$ cat src/rtl/core/pfr_pkg.sv
// shared constants, types and register codes for the png forward row filter
// no dependencies
`timescale 1ns / 1ps

package pfr_pkg;

    localparam int MAX_ROW_BYTES   = 4096;
    localparam int MAX_PIXEL_BYTES = 8;

    localparam int ROW_ADDR_W = $clog2(MAX_ROW_BYTES);
    localparam int PIX_IDX_W  = (MAX_PIXEL_BYTES > 1) ? $clog2(MAX_PIXEL_BYTES) : 1;

    localparam int BYTE_W     = 8;
    localparam int FILT_W     = 3;
    localparam int BPP_W      = 4;
    localparam int LEN_W      = 13;
    localparam int CFG_IDX_W  = 2;
    localparam int CFG_DATA_W = 13;

    // filter type codes
    localparam logic [FILT_W-1:0] FILT_NONE  = 3'd0;
    localparam logic [FILT_W-1:0] FILT_SUB   = 3'd1;
    localparam logic [FILT_W-1:0] FILT_UP    = 3'd2;
    localparam logic [FILT_W-1:0] FILT_AVG   = 3'd3;
    localparam logic [FILT_W-1:0] FILT_PAETH = 3'd4;

    // register indexes
    localparam logic [CFG_IDX_W-1:0] CFG_FILTER_TYPE     = 2'd0;
    localparam logic [CFG_IDX_W-1:0] CFG_BYTES_PER_PIXEL = 2'd1;
    localparam logic [CFG_IDX_W-1:0] CFG_ROW_LENGTH      = 2'd2;

    // effective (range-limited) configuration
    typedef struct packed {
        logic [FILT_W-1:0]    filter_type;
        logic [BPP_W-1:0]     bpp;
        logic [PIX_IDX_W-1:0] bpp_idx;
        logic [LEN_W-1:0]     row_len;
    } cfg_t;

    // neighbour bytes of one raw byte
    typedef struct packed {
        logic [BYTE_W-1:0] a;
        logic [BYTE_W-1:0] b;
        logic [BYTE_W-1:0] c;
    } nbr_t;

endpackage

$ cat src/rtl/core/pfr_cfg_regs.sv
// configuration registers with range limiting of pixel size and row length
// depends on pfr_pkg
`timescale 1ns / 1ps

module pfr_cfg_regs import pfr_pkg::*; (
    input  logic                  aclk,
    input  logic                  aresetn,
    input  logic                  cfg_we,
    input  logic [CFG_IDX_W-1:0]  cfg_index,
    input  logic [CFG_DATA_W-1:0] cfg_wdata,
    output cfg_t                  cfg
);

    logic [FILT_W-1:0] filter_type_reg;
    logic [BPP_W-1:0]  bpp_reg;
    logic [LEN_W-1:0]  row_len_reg;
    logic [BPP_W-1:0]  bpp_eff;
    logic [LEN_W-1:0]  len_eff;

    always_ff @(posedge aclk) begin
        if (!aresetn) begin
            filter_type_reg <= FILT_NONE;
            bpp_reg         <= BPP_W'(1);
            row_len_reg     <= LEN_W'(1);
        end else if (cfg_we) begin
            case (cfg_index)
                CFG_FILTER_TYPE:     filter_type_reg <= cfg_wdata[FILT_W-1:0];
                CFG_BYTES_PER_PIXEL: bpp_reg         <= cfg_wdata[BPP_W-1:0];
                CFG_ROW_LENGTH:      row_len_reg     <= cfg_wdata[LEN_W-1:0];
                default: ;
            endcase
        end
    end

    always_comb begin
        if (bpp_reg == '0) begin
            bpp_eff = BPP_W'(1);
        end else if (bpp_reg > BPP_W'(MAX_PIXEL_BYTES)) begin
            bpp_eff = BPP_W'(MAX_PIXEL_BYTES);
        end else begin
            bpp_eff = bpp_reg;
        end
        if (row_len_reg == '0) begin
            len_eff = LEN_W'(1);
        end else if (row_len_reg > LEN_W'(MAX_ROW_BYTES)) begin
            len_eff = LEN_W'(MAX_ROW_BYTES);
        end else begin
            len_eff = row_len_reg;
        end
    end

    always_comb begin
        cfg.filter_type = filter_type_reg;
        cfg.bpp         = bpp_eff;
        cfg.bpp_idx     = PIX_IDX_W'(bpp_eff - BPP_W'(1));
        cfg.row_len     = len_eff;
    end

endmodule

$ cat config.mk
export PLATFORM = sky130hd
export DESIGN_NAME = pfr_cfg_regs
export DESIGN_NICKNAME = d
export VERILOG_FILES = /design/src/rtl/core/pfr_pkg.sv /design/src/rtl/core/pfr_cfg_regs.sv
export SDC_FILE = /design/constraint.sdc
export NUM_CORES = 1
export LEC_CHECK = 0
export BUFFER_PORTS_ARGS = -buffer_cell sky130_fd_sc_hd__buf_2
export CORE_MARGIN = 4
export CORE_UTILIZATION = 46
export DETAILED_ROUTE_END_ITERATION = 7
export GPL_ROUTABILITY_DRIVEN = 0
export GPL_TIMING_DRIVEN = 0
export HOLD_SLACK_MARGIN = 0.15
export PLACE_DENSITY = 0.78
export SLEW_MARGIN = 30
export SYNTH_ARGS = -nofsm -noshare
export SYNTH_HDL_FRONTEND = slang
export SYNTH_SLANG_ARGS = --single-unit
$ cat constraint.sdc
create_clock -name aclk -period 3.7 [get_ports aclk]
set_clock_uncertainty 0.05 [all_clocks]
set_input_delay 0.37 -clock aclk [delete_from_list [all_inputs] [get_ports aclk]]
set_output_delay 0.37 -clock aclk [all_outputs]
set_load 0.02 [all_outputs]
### Word level (Yosys, flattened, before mapping)

Index checks and enable logic that the tools add are counted.

| storage, ports and cells | value |
|---|---|
| register bits | 20 |
| input port bits | 18 |
| output and inout port bits | 23 |

| operators by class | value |
|---|---|
| order comparisons | 2 |
| eq/ne operators | 2 |
| $add $sub $neg | 1 |
| reduce and logical (&&, ||, !) cells | 6 |
| muxes and demuxes | 4 |

Operators by type and width:

| cell | count |
|---|---|
| $mux 13 | 2 |
| $gt 13x13->1 const B | 1 |
| $logic_not 13->1 | 1 |
| $mux 4 | 2 |
| $reduce_and 2->1 | 3 |
| $gt 4x4->1 const B | 1 |
| $logic_not 4->1 | 1 |
| $sub 3x1->3 const B | 1 |
| $eq 2x1->1 const B | 1 |
| $eq 2x2->1 const B | 1 |
| $logic_not 2->1 | 1 |

### Logic depth before layout (Yosys ltp)

| logic depth | value |
|---|---|
| depth after elaboration | 4 |
| depth in mapped cells | 5 |
| gate-level depth less buffers | 5 |

### Worst setup path before layout

OpenSTA, ideal clock, no wires.

| path | value |
|---|---|
| kind | register to output |
| from | register bpp_reg[1] |
| to | output port cfg[15] in the netlist's numbering |
| stages on the path, launching flop included | 6 |
| required time | 3.280 ns |
| slack | 1.913 ns |
| data arrival time | 1.367 ns |
| path buffers | 0 |
| cell sequence | dfxtp_1 nor2_1 nor2_1 or2_2 ha_1 xor2_1 |

RTL lines:

| item | RTL line | text |
|---|---|---|
| from (decl) | pfr_cfg_regs.sv:15 | `logic [BPP_W-1:0] bpp_reg;` |
| from (signal assigned) | pfr_cfg_regs.sv:28 | `CFG_BYTES_PER_PIXEL: bpp_reg <= cfg_wdata[BPP_W-1:0];` |
| to (decl) | pfr_cfg_regs.sv:11 | `output cfg_t cfg` |

==> run_results.csv <==
group,metric,value,unit
run_status,outcome,"complete, no violations",
layout,fill_cells,193,
clock_tree,cts_tree,"yes",
yosys,syn-num-nets,129,
layout,largest_reg_flops,13,
yosys,async_reset_ff_share,0,%
yosys,synthSimpleGateAreaFrac,33.02,%
layout,diodes,0,
drt,final_antenna_net_count,0,
floorplan,die-area,2830,sq um
yosys,syn-cell-area,939.7,sq um
yosys,netlist_instances,110,
sta,finalSetupTns,0,ns
power_and_ir_drop,leakage,0.6033,nW
clock_tree,clock_latency,0.29,ns
clock_tree,hold_buffers,0,
global_routing,grt_max_degree,12,
global_routing,antenna_found_initial,0,
yosys,synth_top_cell_by_area,"dfxtp_1",
yosys,netlist.area_leader.share,42.61,%
placed_design,dpl.hpwl,1.666,mm
clock_tree,post_cts_buffers,0,
worst_setup_path,path_class,"reg -> out",
clock_tree,cts_sinks,20,
yosys,synth_xor_area_share,0.9321,%
sta,period_needed,2.033,ns
clock_tree,cts_buffers,3,
floorplan,core-area,1942,sq um
global_routing,overflow,0,
yosys,ys.flop_type,"dfxtp_1",
drt,dr.pass1.iters,4,
sta,tightest_slew,0.4065,ns
worst_setup_path,end_kind,"primary output",
yosys,ys_types,22,
global_routing,globalRouteTotalUtil,17.16,%
placed_design,placedInstanceArea,1169,sq um
sta,setup_viol,0,
floorplan,io_pins,41,
yosys,synth.area.top_cells,"dfxtp_1, nor2b_1, nand2_1",
yosys,yosysWarnings,0,
worst_setup_path,critPathRequiredTime,3.28,ns
yosys,avgSynthCellArea,8.542,sq um
sta,slew_headroom,72.90,%
sta,hold_viol,0,
power_and_ir_drop,irDropWorstVdd,0.0002539,V
job,maxCapViolCount,0,
clock_tree,clk_path_buf_depth,2,
worst_setup_path,crit_fanout,3,
placed_design,pre_cts_slack,1.982,ns
yosys,synth-seq-cells,20,
global_routing,grt_pass1_vias,853,
worst_setup_path,cp.arrival,1.61,ns
placed_design,io_buffers,39,
drt,viasPerCell,4.772,
yosys,yosysMostFrequentCell,"nand2_1",
power_and_ir_drop,p_per_area,348.1,nW/um^2
yosys,synth_compound_gate_area_share,10.25,%
layout,ff_latch_area,400.4,sq um
layout,fin_nets,173,
layout,drive_gt1_share,31.37,%
floorplan,initial_core_util,48.39,%
yosys,synthMuxAreaShare,7.457,%
yosys,synth_adder_area_share,1.332,%
sta,final-max-slew-violation-count,0,
worst_hold_path,hp-class,"in -> reg",
clock_tree,htreeDepth,1,
drt,drt-initial-drc-count,3,
clock_tree,cts_resized,0,
worst_setup_path,startpoint_type,"flop",
clock_tree,clk_pin_slew,0.11,ns
clock_tree,cts_root_buffer,"clkbuf_4",
drt,vias,859,
yosys,seq_area_frac_synth,42.61,%
layout,fin_area,1205,sq um
floorplan,die_width,53.20,microns
sta,final.setup.worst_slack,1.667,ns
drt,post_drt_wl_per_cell,11.54,microns
layout,multiInputGateArea,498.0,sq um
drt,drt_wl_total,2.077,mm
global_routing,grt_pass1_wl,3.546,mm
floorplan,fp-row-count,16,
sta,rsz0062_at_grt,"false",
sta,fmax,491.8,MHz
drt,drc,0,
yosys,synth_edf_count,0,
floorplan,die_h,53.20,microns
yosys,synth_top_family_by_area,"simple AND/OR/NAND/NOR gates",
sta,period_share,54.96,%
layout,synthToLayoutAreaGrowth,28.23,%
yosys,yosys-top-cells-count,"nand2_1, dfxtp_1, nor2b_1, a21boi_1, mux2i_1",
final timing paths:
| check | from | to | slack, ns | cells past startpoint |
|---|---|---|---|---|
| max | bpp_reg[1] | cfg[15] | 1.67 | 6 |
| min | cfg_wdata[6] | row_len_reg[6] | 0.25 | 3 |
| max reg2reg | row_len_reg[12] | row_len_reg[12] | 2.58 | 3 |
| min reg2reg | row_len_reg[10] | row_len_reg[10] | 0.42 | 2 |
layout by cell type (no fill, tap or decap), drive strengths merged, types with 2 or more instances in the layout:
master / n
a21boi: 12
buf: 41
clkbuf: 9
dfxtp: 20
inv: 2
mux2i: 7
nand2: 27
nand3b: 2
nor2: 4
nor2b: 18
nor4: 2
power by group:
part | internal (mW) | switching, mW | leakage [nW]
sequential | 0.223 | 0.00519 | 0.163
clock | 0.0600 | 0.0638 | 0.0210
combinational | 0.0299 | 0.0379 | 0.420
total | 0.313 | 0.107 | 0.603
stage by stage:
stage                     power [mW]  instances  hold WS, ns  util, %
after global routing          0.4395        180       0.2458    62.05
after detailed placement      0.3013        176       0.4086    60.18
final                         0.4194        180       0.2497    62.05
after floorplan               0.2739        110       0.3913        -
after global placement        0.2988        176       0.4035    60.18
after CTS                     0.4225        180       0.2462    62.05
per-layer routing:
layer  share of wire, %  GRT usage [%]  up-vias
met2                 50          30.37       23
met1                 43          20.69      389
met3                6.4          3.380        4
met5                  0              0        -
met4                1.0          5.106        0
li1                   -              -      443
area by class of cell:
class                           count  area share [%]
Sequential cell                    20           33.23
Clock buffer                        4           3.011
Timing Repair Buffer               39           16.20
Multi-Input combinational cell     81           41.33
Tap cell                           27           2.804
Buffer                              7           2.804
Inverter                            2          0.6231
logic make-up after synthesis:
family | count (synthesis)
simple gates | 59
flops | 20
compound gates | 13
buf+inv | 9
mux | 7
xor+xnor | 1
fa+ha+maj | 1
worst max-delay path: stages, from the launching register on:
cell and delay [ns]:
dfxtp_1 0.34, nor2_1 0.10, nor2_1 0.05, or2_2 0.28
ha_1 0.21, xor2_1 0.15, buf_2 0.18
Power figures use the tool's default switching activity.
