$ cat config.mk
export PLATFORM = sky130hd
export DESIGN_NAME = pfr_predict
export DESIGN_NICKNAME = d
export VERILOG_FILES = /design/src/rtl/core/pfr_pkg.sv /design/src/rtl/core/pfr_predict.sv
export SDC_FILE = /design/constraint.sdc
export NUM_CORES = 1
export LEC_CHECK = 0
export ABC_AREA = 1
export BUFFER_PORTS_ARGS = -buffer_cell sky130_fd_sc_hd__buf_4
export CORE_MARGIN = 2
export CORE_UTILIZATION = 63
export DETAILED_ROUTE_END_ITERATION = 8
export PLACE_DENSITY = 0.86
export SYNTH_ARGS = -nofsm -noshare
export SYNTH_HDL_FRONTEND = slang
export SYNTH_SLANG_ARGS = --single-unit
$ cat constraint.sdc
create_clock -name vclk -period 8.83
set_clock_uncertainty 0.1 [all_clocks]
set_input_delay 0.883 -clock vclk [all_inputs]
set_output_delay 0.883 -clock vclk [all_outputs]
set_load 0.05 [all_outputs]
$ cat src/rtl/core/pfr_pkg.sv
// shared constants, types and register codes for the png forward row filter
// no dependencies
`timescale 1ns / 1ps

package pfr_pkg;

    localparam int MAX_ROW_BYTES   = 4096;
    localparam int MAX_PIXEL_BYTES = 8;

    localparam int ROW_ADDR_W = $clog2(MAX_ROW_BYTES);
    localparam int PIX_IDX_W  = (MAX_PIXEL_BYTES > 1) ? $clog2(MAX_PIXEL_BYTES) : 1;

    localparam int BYTE_W     = 8;
    localparam int FILT_W     = 3;
    localparam int BPP_W      = 4;
    localparam int LEN_W      = 13;
    localparam int CFG_IDX_W  = 2;
    localparam int CFG_DATA_W = 13;

    // filter type codes
    localparam logic [FILT_W-1:0] FILT_NONE  = 3'd0;
    localparam logic [FILT_W-1:0] FILT_SUB   = 3'd1;
    localparam logic [FILT_W-1:0] FILT_UP    = 3'd2;
    localparam logic [FILT_W-1:0] FILT_AVG   = 3'd3;
    localparam logic [FILT_W-1:0] FILT_PAETH = 3'd4;

    // register indexes
    localparam logic [CFG_IDX_W-1:0] CFG_FILTER_TYPE     = 2'd0;
    localparam logic [CFG_IDX_W-1:0] CFG_BYTES_PER_PIXEL = 2'd1;
    localparam logic [CFG_IDX_W-1:0] CFG_ROW_LENGTH      = 2'd2;

    // effective (range-limited) configuration
    typedef struct packed {
        logic [FILT_W-1:0]    filter_type;
        logic [BPP_W-1:0]     bpp;
        logic [PIX_IDX_W-1:0] bpp_idx;
        logic [LEN_W-1:0]     row_len;
    } cfg_t;

    // neighbour bytes of one raw byte
    typedef struct packed {
        logic [BYTE_W-1:0] a;
        logic [BYTE_W-1:0] b;
        logic [BYTE_W-1:0] c;
    } nbr_t;

endpackage

$ cat src/rtl/core/pfr_predict.sv
// predictor selection and residual: none, sub, up, average, paeth
// depends on pfr_pkg
`timescale 1ns / 1ps

module pfr_predict import pfr_pkg::*; (
    input  logic [FILT_W-1:0] filter_type,
    input  nbr_t              nbr,
    input  logic [BYTE_W-1:0] raw_byte,
    output logic [BYTE_W-1:0] filtered_byte
);

    logic [BYTE_W:0]   sum_ab;
    logic [BYTE_W:0]   twice_c;
    logic [BYTE_W-1:0] pa;
    logic [BYTE_W-1:0] pb;
    logic [BYTE_W:0]   pc;
    logic [BYTE_W-1:0] paeth;
    logic [BYTE_W-1:0] pred;

    always_comb begin
        sum_ab  = {1'b0, nbr.a} + {1'b0, nbr.b};
        twice_c = {nbr.c, 1'b0};
        pa = (nbr.b > nbr.c) ? nbr.b - nbr.c : nbr.c - nbr.b;
        pb = (nbr.a > nbr.c) ? nbr.a - nbr.c : nbr.c - nbr.a;
        pc = (sum_ab > twice_c) ? sum_ab - twice_c : twice_c - sum_ab;

        // tie order a, b, c
        if ({1'b0, pa} <= {1'b0, pb} && {1'b0, pa} <= pc) begin
            paeth = nbr.a;
        end else if ({1'b0, pb} <= pc) begin
            paeth = nbr.b;
        end else begin
            paeth = nbr.c;
        end

        case (filter_type)
            FILT_SUB:   pred = nbr.a;
            FILT_UP:    pred = nbr.b;
            FILT_AVG:   pred = sum_ab[BYTE_W:1];
            FILT_PAETH: pred = paeth;
            default:    pred = '0;
        endcase

        filtered_byte = raw_byte - pred;
    end

endmodule

* Word level (Yosys, flattened, before mapping) *
Index checks and enable logic that the tools add are counted.

operators by class
  add/subtract/negate cells = 8
  order comparisons = 6
  eq/ne operators = 4
  muxes and demuxes = 6
  reductions and logical operators = 1

operators with widths
  operator                                              count
  subtractor 8 bit                                      5
  two-way mux 8 bit                                     4
  one-hot mux 8 bit (4 select lines)                    1
  less-or-equal comparator 8 x 9 -> 1 bit               2
  subtractor 9 bit                                      2
  > comparator 8 bit                                    2
  adder 8 x 8 -> 9 bit                                  1
  > comparator 9 bit                                    1
  two-way mux 9 bit                                     1
  less-or-equal comparator 8 bit                        1
  equality test 3 x 2 -> 1 bit (second input constant)  2
  equality test 3 x 1 -> 1 bit (second input constant)  1
  equality test 3 bit (second input constant)           1
  logical AND 1 bit                                     1

word-level totals
  bits in registers = 0
  input bits = 35
  logic and storage cells = 25

* Logic depth before layout (Yosys ltp) *
Gate-level depths: netlist (run 1).

  word-level depth = 8
  depth in mapped cells = 45
  gate-level depth less buffers = 44

* Least setup slack after synthesis (run 1) *
Ideal clock, no wire load.

  path kind = input to output
  from = input port nbr[8] (netlist name)
  to = output port filtered_byte[6]
  arrival time = 6.780 ns
  data required time = 7.847 ns
  path slack = 1.067 ns
  cell stages on the path = 33
  buffers on the path = 1
  cell sequence = ha_1 -> inv_1 -> fa_1 -> o31ai_1 -> a21oi_1 -> o21bai_1 -> xor2_1 -> inv_1 -> ha_1 -> nand2_1 -> nor2_4 -> nand4_4 -> nand2_4 -> mux2i_1 -> o221ai_1 -> xor2_1 -> ha_1 -> nand3_1 -> nor2_4 -> nand3_1 -> nand3_2 -> nand2_2 -> buf_6 -> nand2_1 -> o21ai_1 -> nor2_1 -> o21ai_1 -> ha_1 -> fa_1 -> o21ai_0 -> a21oi_1 -> o21ai_0 -> xor2_1

between the ends
  longest elaborated chain between the ends = 8

ends and longest elaborated chain
  element                                                            line                                  text
  start, declared                                                    pfr_predict.sv:7                      input nbr_t nbr,
  adder 8 x 8 -> 9 bit                                               pfr_predict.sv:21                     sum_ab = {1'b0, nbr.a} + {1'b0, nbr.b};
  subtractor 9 bit or > comparator 9 bit (tied branches)             pfr_predict.sv:25                     pc = (sum_ab > twice_c) ? sum_ab - twice_c : twice_c - sum_ab;
  two-way mux 9 bit                                                  pfr_predict.sv:25
  less-or-equal comparator 8 x 9 -> 1 bit, on equally long branches  pfr_predict.sv:30, pfr_predict.sv:28
  two-way mux 8 bit or logical AND 1 bit (tied branches)             pfr_predict.sv:30, pfr_predict.sv:28
  two-way mux 8 bit                                                  pfr_predict.sv:28                     if ({1'b0, pa} <= {1'b0, pb} && {1'b0, pa} <= pc) begin
  one-hot mux 8 bit (4 select lines) (*)                             pfr_predict.sv:36                     case (filter_type)
  subtractor 8 bit (*)                                               pfr_predict.sv:44                     filtered_byte = raw_byte - pred;
  end, declared                                                      pfr_predict.sv:9                      output logic [BYTE_W-1:0] filtered_byte

Every way passes the cells marked *; elsewhere a longest branch is shown, timed or not.

* Final worst setup path (run 1) *
  from = input port nbr[16] (netlist name)
  to = output port filtered_byte[7]

Same word-level chain as after synthesis.

==> results of run 1 <==
## critical path, delay by kind of cell
kind	cells	cell delay [ns]
AOI/OAI and AO/OA	11	1.77
and+or+nand+nor	14	1.73
adders and majority gates	5	1.62
xor gates and xnor gates	3	0.59
buffers and inverters	5	0.51
muxes	1	0.28
## cell type report
class                      instances  area [um^2]  area share, %
multi-input combinational        445         3077          78.09
inverter                         112        420.4          10.67
timing repair buffer              47        352.8          8.955
tap                               72        90.09          2.286
## repair_timing
item / 4_1_cts / 5_1_grt
buffers inserted: 0 / 3
gates resized for setup: 0 / 11
endpoints found under the setup margin: 0 / 3
endpoints found under the hold margin: 0 / 0
## logic make-up (layout without fill, tap and decap cells)
logic type	after synthesis	count (layout)
AO/OA/AOI/OAI	105	105
XOR/XNOR	29	29
adder cells (fa/ha/maj)	89	89
buffers and inverters	117	159
multiplexers	4	4
AND/OR/NAND/NOR	218	218
## layout by cell type (no fill, tap or decap), drive strengths merged
cell | Yosys | layout
a211oi | 5 | 5
a21oi | 38 | 38
o221ai | 10 | 10
or2 | 4 | 4
nor3 | 4 | 4
fa | 8 | 8
o31ai | 1 | 1
a21o | 2 | 2
nor2 | 42 | 42
ha | 81 | 81
nand3b | 1 | 1
o211ai | 1 | 1
a31oi | 1 | 1
o21ai | 38 | 38
xnor2 | 5 | 5
buf | 4 | 47
o21bai | 4 | 4
a211o | 1 | 1
xor2 | 24 | 24
and2 | 3 | 3
nand3 | 28 | 28
mux2i | 4 | 4
inv | 112 | 112
nand4 | 5 | 5
nand2 | 131 | 131
o22ai | 4 | 4
## metrics by stage
| stage | instances | power [mW] |
|---|---|---|
| CTS | 673 | 0.7121 |
| global placement | 673 | 0.6908 |
| floorplan | 562 | 0.5373 |
| detailed placement | 673 | 0.7092 |
| finish | 676 | 0.7536 |
| global route | 676 | 0.8285 |
## power breakdown
| part | leakage (nW) | switching, mW | internal (mW) | total, mW |
|---|---|---|---|---|
| Clock | 0 | 0 | 0 | 0 |
| Combinational | 2.29 | 0.487 | 0.266 | 0.754 |
| Sequential | 0 | 0 | 0 | 0 |
## how the worst min path moves through the flow
stage / to / depth (start not counted) / start
after CTS: filtered_byte[0] / 5 / raw_byte[0]
final: filtered_byte[0] / 5 / raw_byte[0]
after detailed placement: filtered_byte[0] / 5 / raw_byte[0]
after floorplan: filtered_byte[0] / 3 / raw_byte[0]
after global placement: filtered_byte[0] / 5 / raw_byte[0]
after global routing: filtered_byte[0] / 5 / raw_byte[0]
## routing by layer
layer | share of wire, % | routed length [um]
met4 | 2.9 | 296
met5 | 0 | 0
met3 | 5.0 | 515
met1 | 43 | 4438
met2 | 49 | 4973
==> impl_metrics.ini, run 1 <==
[logic_synthesis]
synth_compound_area_share_pct = 17.47
synth_area_leader_cell = ha_1
syn_inst = 562
synth_nets = 686
yosys.area_share.simple_pct = 27.52
synth_area_um2 = 3487
ys_top_cells_by_area = ha_1 29%, nand2_1 13%, inv_1 12%, xor2_1 6.0%, a21oi_1 5.5%
synth_top_family_by_area = adder cells
synth.yosys.warnings = 0
yosysSeqAreaShare_pct = 0
ys_types = 38
syn_area_per_cell_um2 = 6.205
synth_xor_area_share_pct = 7.284
muxShareOfSynthArea_pct = 1.148
synthTopCellsByCount = 122 x nand2_1, 109 x inv_1, 81 x ha_1
yosys.cell_count.top_type = nand2_1
synth_adder_area_share_pct = 33.66
synth_top_area_share_pct = 29.06

[global_route]
global_route.usage.met3_pct = 1.609
antenna_found_initial = 0
grt-ovfl-total = 0
grt_pass1_vias = 3659
grt_pass1_wl_um = 16550
grt_use_total_pct = 33.53
grtUsageMet1_pct = 42.16
busiest_layer = met2
grtUsageMet2_pct = 61.98
grt_max_degree = 16

[sta]
tns_ns = 0
worst_pin_slew_ns = 0.7324
fin_crit_sh_pct = 95.16
max_slew_margin_pct = 50.80
min_period_ns = 8.403
final_hold_viol_count = 0
max_freq_ghz = 0.1190
slew_viol_final = 0
setup_viol = 0
fin_ws_ns = 0.4271
hold-worst-slack_ns = 2.143

[critical_path]
cp-start-kind = primary input
cp.arrival_ns = 7.42
worstSetupPathType = in -> out
worst-path-max-fanout = 10
critical-path-max-stage-delay_ns = 0.43
crit_end = filtered_byte[7]
cp-end-kind = primary output
cp_slowest_cell = fa_1
critPathRequiredTime_ns = 7.85
startpoint = nbr[16]

[floorplanning]
die-area_um2 = 6147
io_pins = 43
rows = 27
die_w_um = 78.40
start_util_pct = 64.11
fp.dieH_um = 78.40
fp.coreArea_um2 = 5439

[place]
gp_congestion = 1.066
dp_hpwl_um = 8927
dpl_cell_area_um2 = 3877
dp_slack_ns = 0.1418
port_buffers = 43

[route]
wl_um = 10220
dr.pass1.iters = 6
ant_nets = 0
wl_per_cell_um = 15.12
drc_errors = 0
vias_per_cell = 5.624
drtIter0Drc = 256
vias = 3802

[final_layout]
fin_area_um2 = 3940
nFillCells = 498
drive_gt1_share_pct = 12.42
clock_buffers = 0
utilization_pct = 72.44
antennaDiodeCount = 0
area_growth_pct = 12.99
nFlopsAndLatches = 0
layout.nets = 730
regArea_um2 = 0

[hold_path]
hold_path_class = in -> out

[clock_tree]
postCtsHoldBufs = 0

[power]
vdd_drop_max_uv = 184.7
p_leak_nw = 2.290
p_per_area_nw_per_um2 = 191.3

[status]
status = complete, no violations

[flow_run]
cap_viol_max_count = 0
(Power assumes the default switching activity.)
==> inputs of run 2 (changes only) <==
Settings changed: CORE_MARGIN 2 to 1, SETUP_SLACK_MARGIN set to 0.5.
Clock period 8.83 ns to 7.8 ns, I/O delays scaled along.
==> impl_metrics.ini, run 2 (synthesis gave the netlist of run 1 again) <==
[status]
status = complete, no violations

[place]
gp_congestion = 0.9642
dp_hpwl_um = 8897
dp_slack_ns = -0.1805
port_buffers = 43
dp_cells = 692

[floorplanning]
fp.coreArea_um2 = 5205
fp.dieH_um = 76.40
die_w_um = 76.40
die-area_um2 = 5837
start_util_pct = 67.00
rows = 26
io_pins = 43

[sta]
grt_setup_unrepaired = yes
hold-worst-slack_ns = 1.950
min_period_ns = 7.766
worst_pin_slew_ns = 0.7959
fin_crit_sh_pct = 99.57
max_slew_margin_pct = 46.53
final_hold_viol_count = 0
setup_viol = 0
slew_viol_final = 0
max_freq_ghz = 0.1288
fin_ws_ns = 0.03360

[critical_path]
critical-path-max-stage-delay_ns = 0.44
cp-end-kind = primary output
cp_slowest_cell = ha_2
worstSetupPathType = in -> out
cp-start-kind = primary input
worst-path-max-fanout = 6
critPathRequiredTime_ns = 6.92
cp.arrival_ns = 6.89

[final_layout]
layout.nets = 774
mostFrequentLayoutCells = 114 x nand2_1, 105 x inv_1, 82 x buf_4
area_growth_pct = 32.26
nFillCells = 294
regArea_um2 = 0
fin_cells = 718
clock_buffers = 0
utilization_pct = 88.61
final_common_cell = nand2_1
nFlopsAndLatches = 0
antennaDiodeCount = 0
drive_gt1_share_pct = 25.62

[flow_run]
cap_viol_max_count = 0

[global_route]
grt_pass1_vias = 4047
grt_max_degree = 14
grt_use_total_pct = 37.99
grt_pass1_wl_um = 18080
antenna_found_initial = 0
grt-ovfl-total = 0

[route]
vias_per_cell = 6.120
drc_errors = 0
ant_nets = 0
drtIter0Drc = 383
vias = 4394
dr.pass1.iters = 5
wl_per_cell_um = 18.05
wl_um = 12960

[power]
p_leak_nw = 2.561
vdd_drop_max_uv = 216.1
p_per_area_nw_per_um2 = 238.0

[hold_path]
hold_path_class = in -> out

[clock_tree]
postCtsHoldBufs = 0
run 2: cell count changes in the layout (fill, tap and decap cells not counted), sizes merged:
cell,delta
buf,+44
run 2: power by group:
part	internal (mW)	leakage, nW	switching (mW)
clock	0	0	0
combinational	0.436	2.56	0.661
sequential	0	0	0
run 2: timing repair:
item,in CTS,in global routing
gates resized for setup,39,40
setup endpoints to repair,5,7
setup buffers,16,10
pin swaps,43,46
run 2: routing by layer:
layer / wire (um) / vias to the layer above / GRT usage (%)
li1: - / 2003 / -
met1: 4857 / 1982 / 46.99
met2: 6092 / 321 / 69.55
met3: 1127 / 88 / 1.557
met4: 880 / 0 / 13.08
met5: 0 / - / 0
run 2: final cells by class:
cell class	instances	area, um^2	area share, %
Timing Repair Buffer	91	732.0	15.87
Inverter	112	422.9	9.170
Multi-Input combinational cell	445	3369	73.06
Tap cell	70	87.58	1.899
run 2: path summary, 6_finish.rpt:
check,start,endpoint,slack (ns),depth (start not counted)
worst max-delay path,nbr[11],filtered_byte[7],0.03,39
worst min-delay path,raw_byte[0],filtered_byte[0],1.95,5
run 2: per-stage QoR:
stage / total power [mW] / instance area [um^2] / setup TNS, ns
finish: 1.098 / 4612 / 0
global route: 1.172 / 4612 / -0.2854
global placement: 0.8393 / 4060 / -0.05010
CTS: 0.9528 / 4349 / 0
floorplan: 0.6158 / 3515 / 0
detailed placement: 0.8608 / 4060 / -0.1805
run 2: worst max-delay path, delay by kind of cell:
kind / cells / cell delay (ns)
and+or+nand+nor: 16 / 1.91
muxes: 1 / 0.30
buffers and inverters: 6 / 0.68
adders and majority gates: 4 / 1.34
AOI/OAI and AO/OA: 10 / 1.48
xor gates and xnor gates: 2 / 0.38
==> inputs of run 3 (changes only) <==
Settings changed: BUFFER_PORTS_ARGS -buffer_cell sky130_fd_sc_hd__buf_4 to -buffer_cell sky130_fd_sc_hd__buf_2.
==> impl_metrics.ini, run 3 (synthesis gave the netlist of run 1 again) <==
[sta]
worst_pin_slew_ns = 1.152
min_period_ns = 8.076
max_freq_ghz = 0.1238
slew_viol_final = 0
grt_setup_unrepaired = yes
setup_viol = 5
final_hold_viol_count = 0
fin_crit_sh_pct = 103.5
fin_ws_ns = -0.2759
max_slew_margin_pct = 22.61
hold-worst-slack_ns = 1.984

[route]
drc_errors = 0
wl_per_cell_um = 20.58
ant_nets = 0
drtIter0Drc = 830
met2WireLength_um = 6535
vias_per_cell = 6.617
wl_met3_um = 1950
top_layer_used = met4
dr.pass1.iters = 6
vias = 4910
wl_met1_um = 5240
wl_um = 15270

[floorplanning]
die_w_um = 76.40
start_util_pct = 67.00
io_pins = 43
fp.coreArea_um2 = 5205
die-area_um2 = 5837
fp.dieH_um = 76.40
rows = 26

[power]
vdd_drop_max_uv = 256.6
p_per_area_nw_per_um2 = 261.3
p_leak_nw = 2.630

[place]
gp_congestion = 1.001
port_buffers = 43
dp_cells = 702
dp_slack_ns = -0.2650
dp_hpwl_um = 8976

[final_layout]
regArea_um2 = 0
fin_cells = 742
drive_gt1_share_pct = 29.02
area_growth_pct = 34.52
multi_input_area_um2 = 3369
nFlopsAndLatches = 0
layout.nets = 798
nFillCells = 232
final_common_cell = nand2_1
utilization_pct = 90.12
mostFrequentLayoutCells = 115 x nand2_1, 104 x inv_1, 72 x ha_1
antennaDiodeCount = 0
clock_buffers = 0

[critical_path]
critPathRequiredTime_ns = 6.92
critical-path-max-stage-delay_ns = 0.37
cp-end-kind = primary output
cp.arrival_ns = 7.20
cp_slowest_cell = fa_2
cp-start-kind = primary input
worstSetupPathType = in -> out
worst-path-max-fanout = 5
cpMostUsedCell = buf_4

[flow_run]
cap_viol_max_count = 0

[status]
status = finished, violations left
violations = negative setup slack

[hold_path]
hold_path_class = in -> out

[global_route]
grt_pass1_vias = 4176
grt_pass1_wl_um = 18930
grt-ovfl-total = 0
grt_use_total_pct = 39.73
antenna_found_initial = 0
grt_max_degree = 13
==> run 3: cell count changes in the layout (fill, tap and decap cells not counted), moves of 2 or more <==
cell and delta:
a21oi_1 -5, a21oi_2 +4, buf_2 +36, buf_4 -11, buf_8 -2, ha_4 -2, nand2_4 -2, nand3_1 +2
nand3_2 -2, o21ai_1 -4, o21ai_2 +5
==> run 3: timing repair <==
| action | CTS | global route |
|---|---|---|
| gates resized for setup | 46 | 44 |
| hold buffers | 0 | 0 |
| setup buffers | 25 | 15 |
| endpoints found under the setup margin | 7 | 7 |
| pin swaps | 43 | 43 |
==> run 3: final timing paths <==
path | start | to | slack (ns) | depth (start not counted)
setup / recovery | nbr[16] | filtered_byte[3] | -0.28 | 41
hold / removal | raw_byte[6] | filtered_byte[6] | 1.98 | 4
==> run 3: area by class of cell <==
cell class                      count  area share (%)
Timing Repair Buffer              115           17.28
Tap cell                           70           1.867
Inverter                          112           9.016
Multi-Input combinational cell    445           71.83
==> run 3: metal layers <==
metal  track usage (%)  vias up
met5                 0        -
met4             15.00        0
met3             3.234      217
met2             71.80      506
met1             48.42     2132
li1                  -     2055
==> run 3: power breakdown <==
group / internal, mW / switching (mW) / total (mW)
logic: 0.490 / 0.736 / 1.23
clock network: 0 / 0 / 0
registers: 0 / 0 / 0
total: 0.490 / 0.736 / 1.23
==> run 3: critical path: cells and delay by family <==
kind	cells	cell delay (ns)
fa+ha+maj	5	1.42
buf+inv	12	1.40
compound gates	10	1.62
mux	1	0.30
xor+xnor	2	0.35
simple gates	11	1.29
==> run 3: stage by stage <==
step | cell area [um^2] | total power, mW | setup TNS (ns)
after CTS | 4394 | 0.9719 | 0
after floorplan | 3515 | 0.6158 | 0
after detailed placement | 4028 | 0.8609 | -0.4476
after global placement | 4028 | 0.8393 | -0.1769
after global routing | 4691 | 1.279 | -1.449
final | 4691 | 1.226 | -0.7100
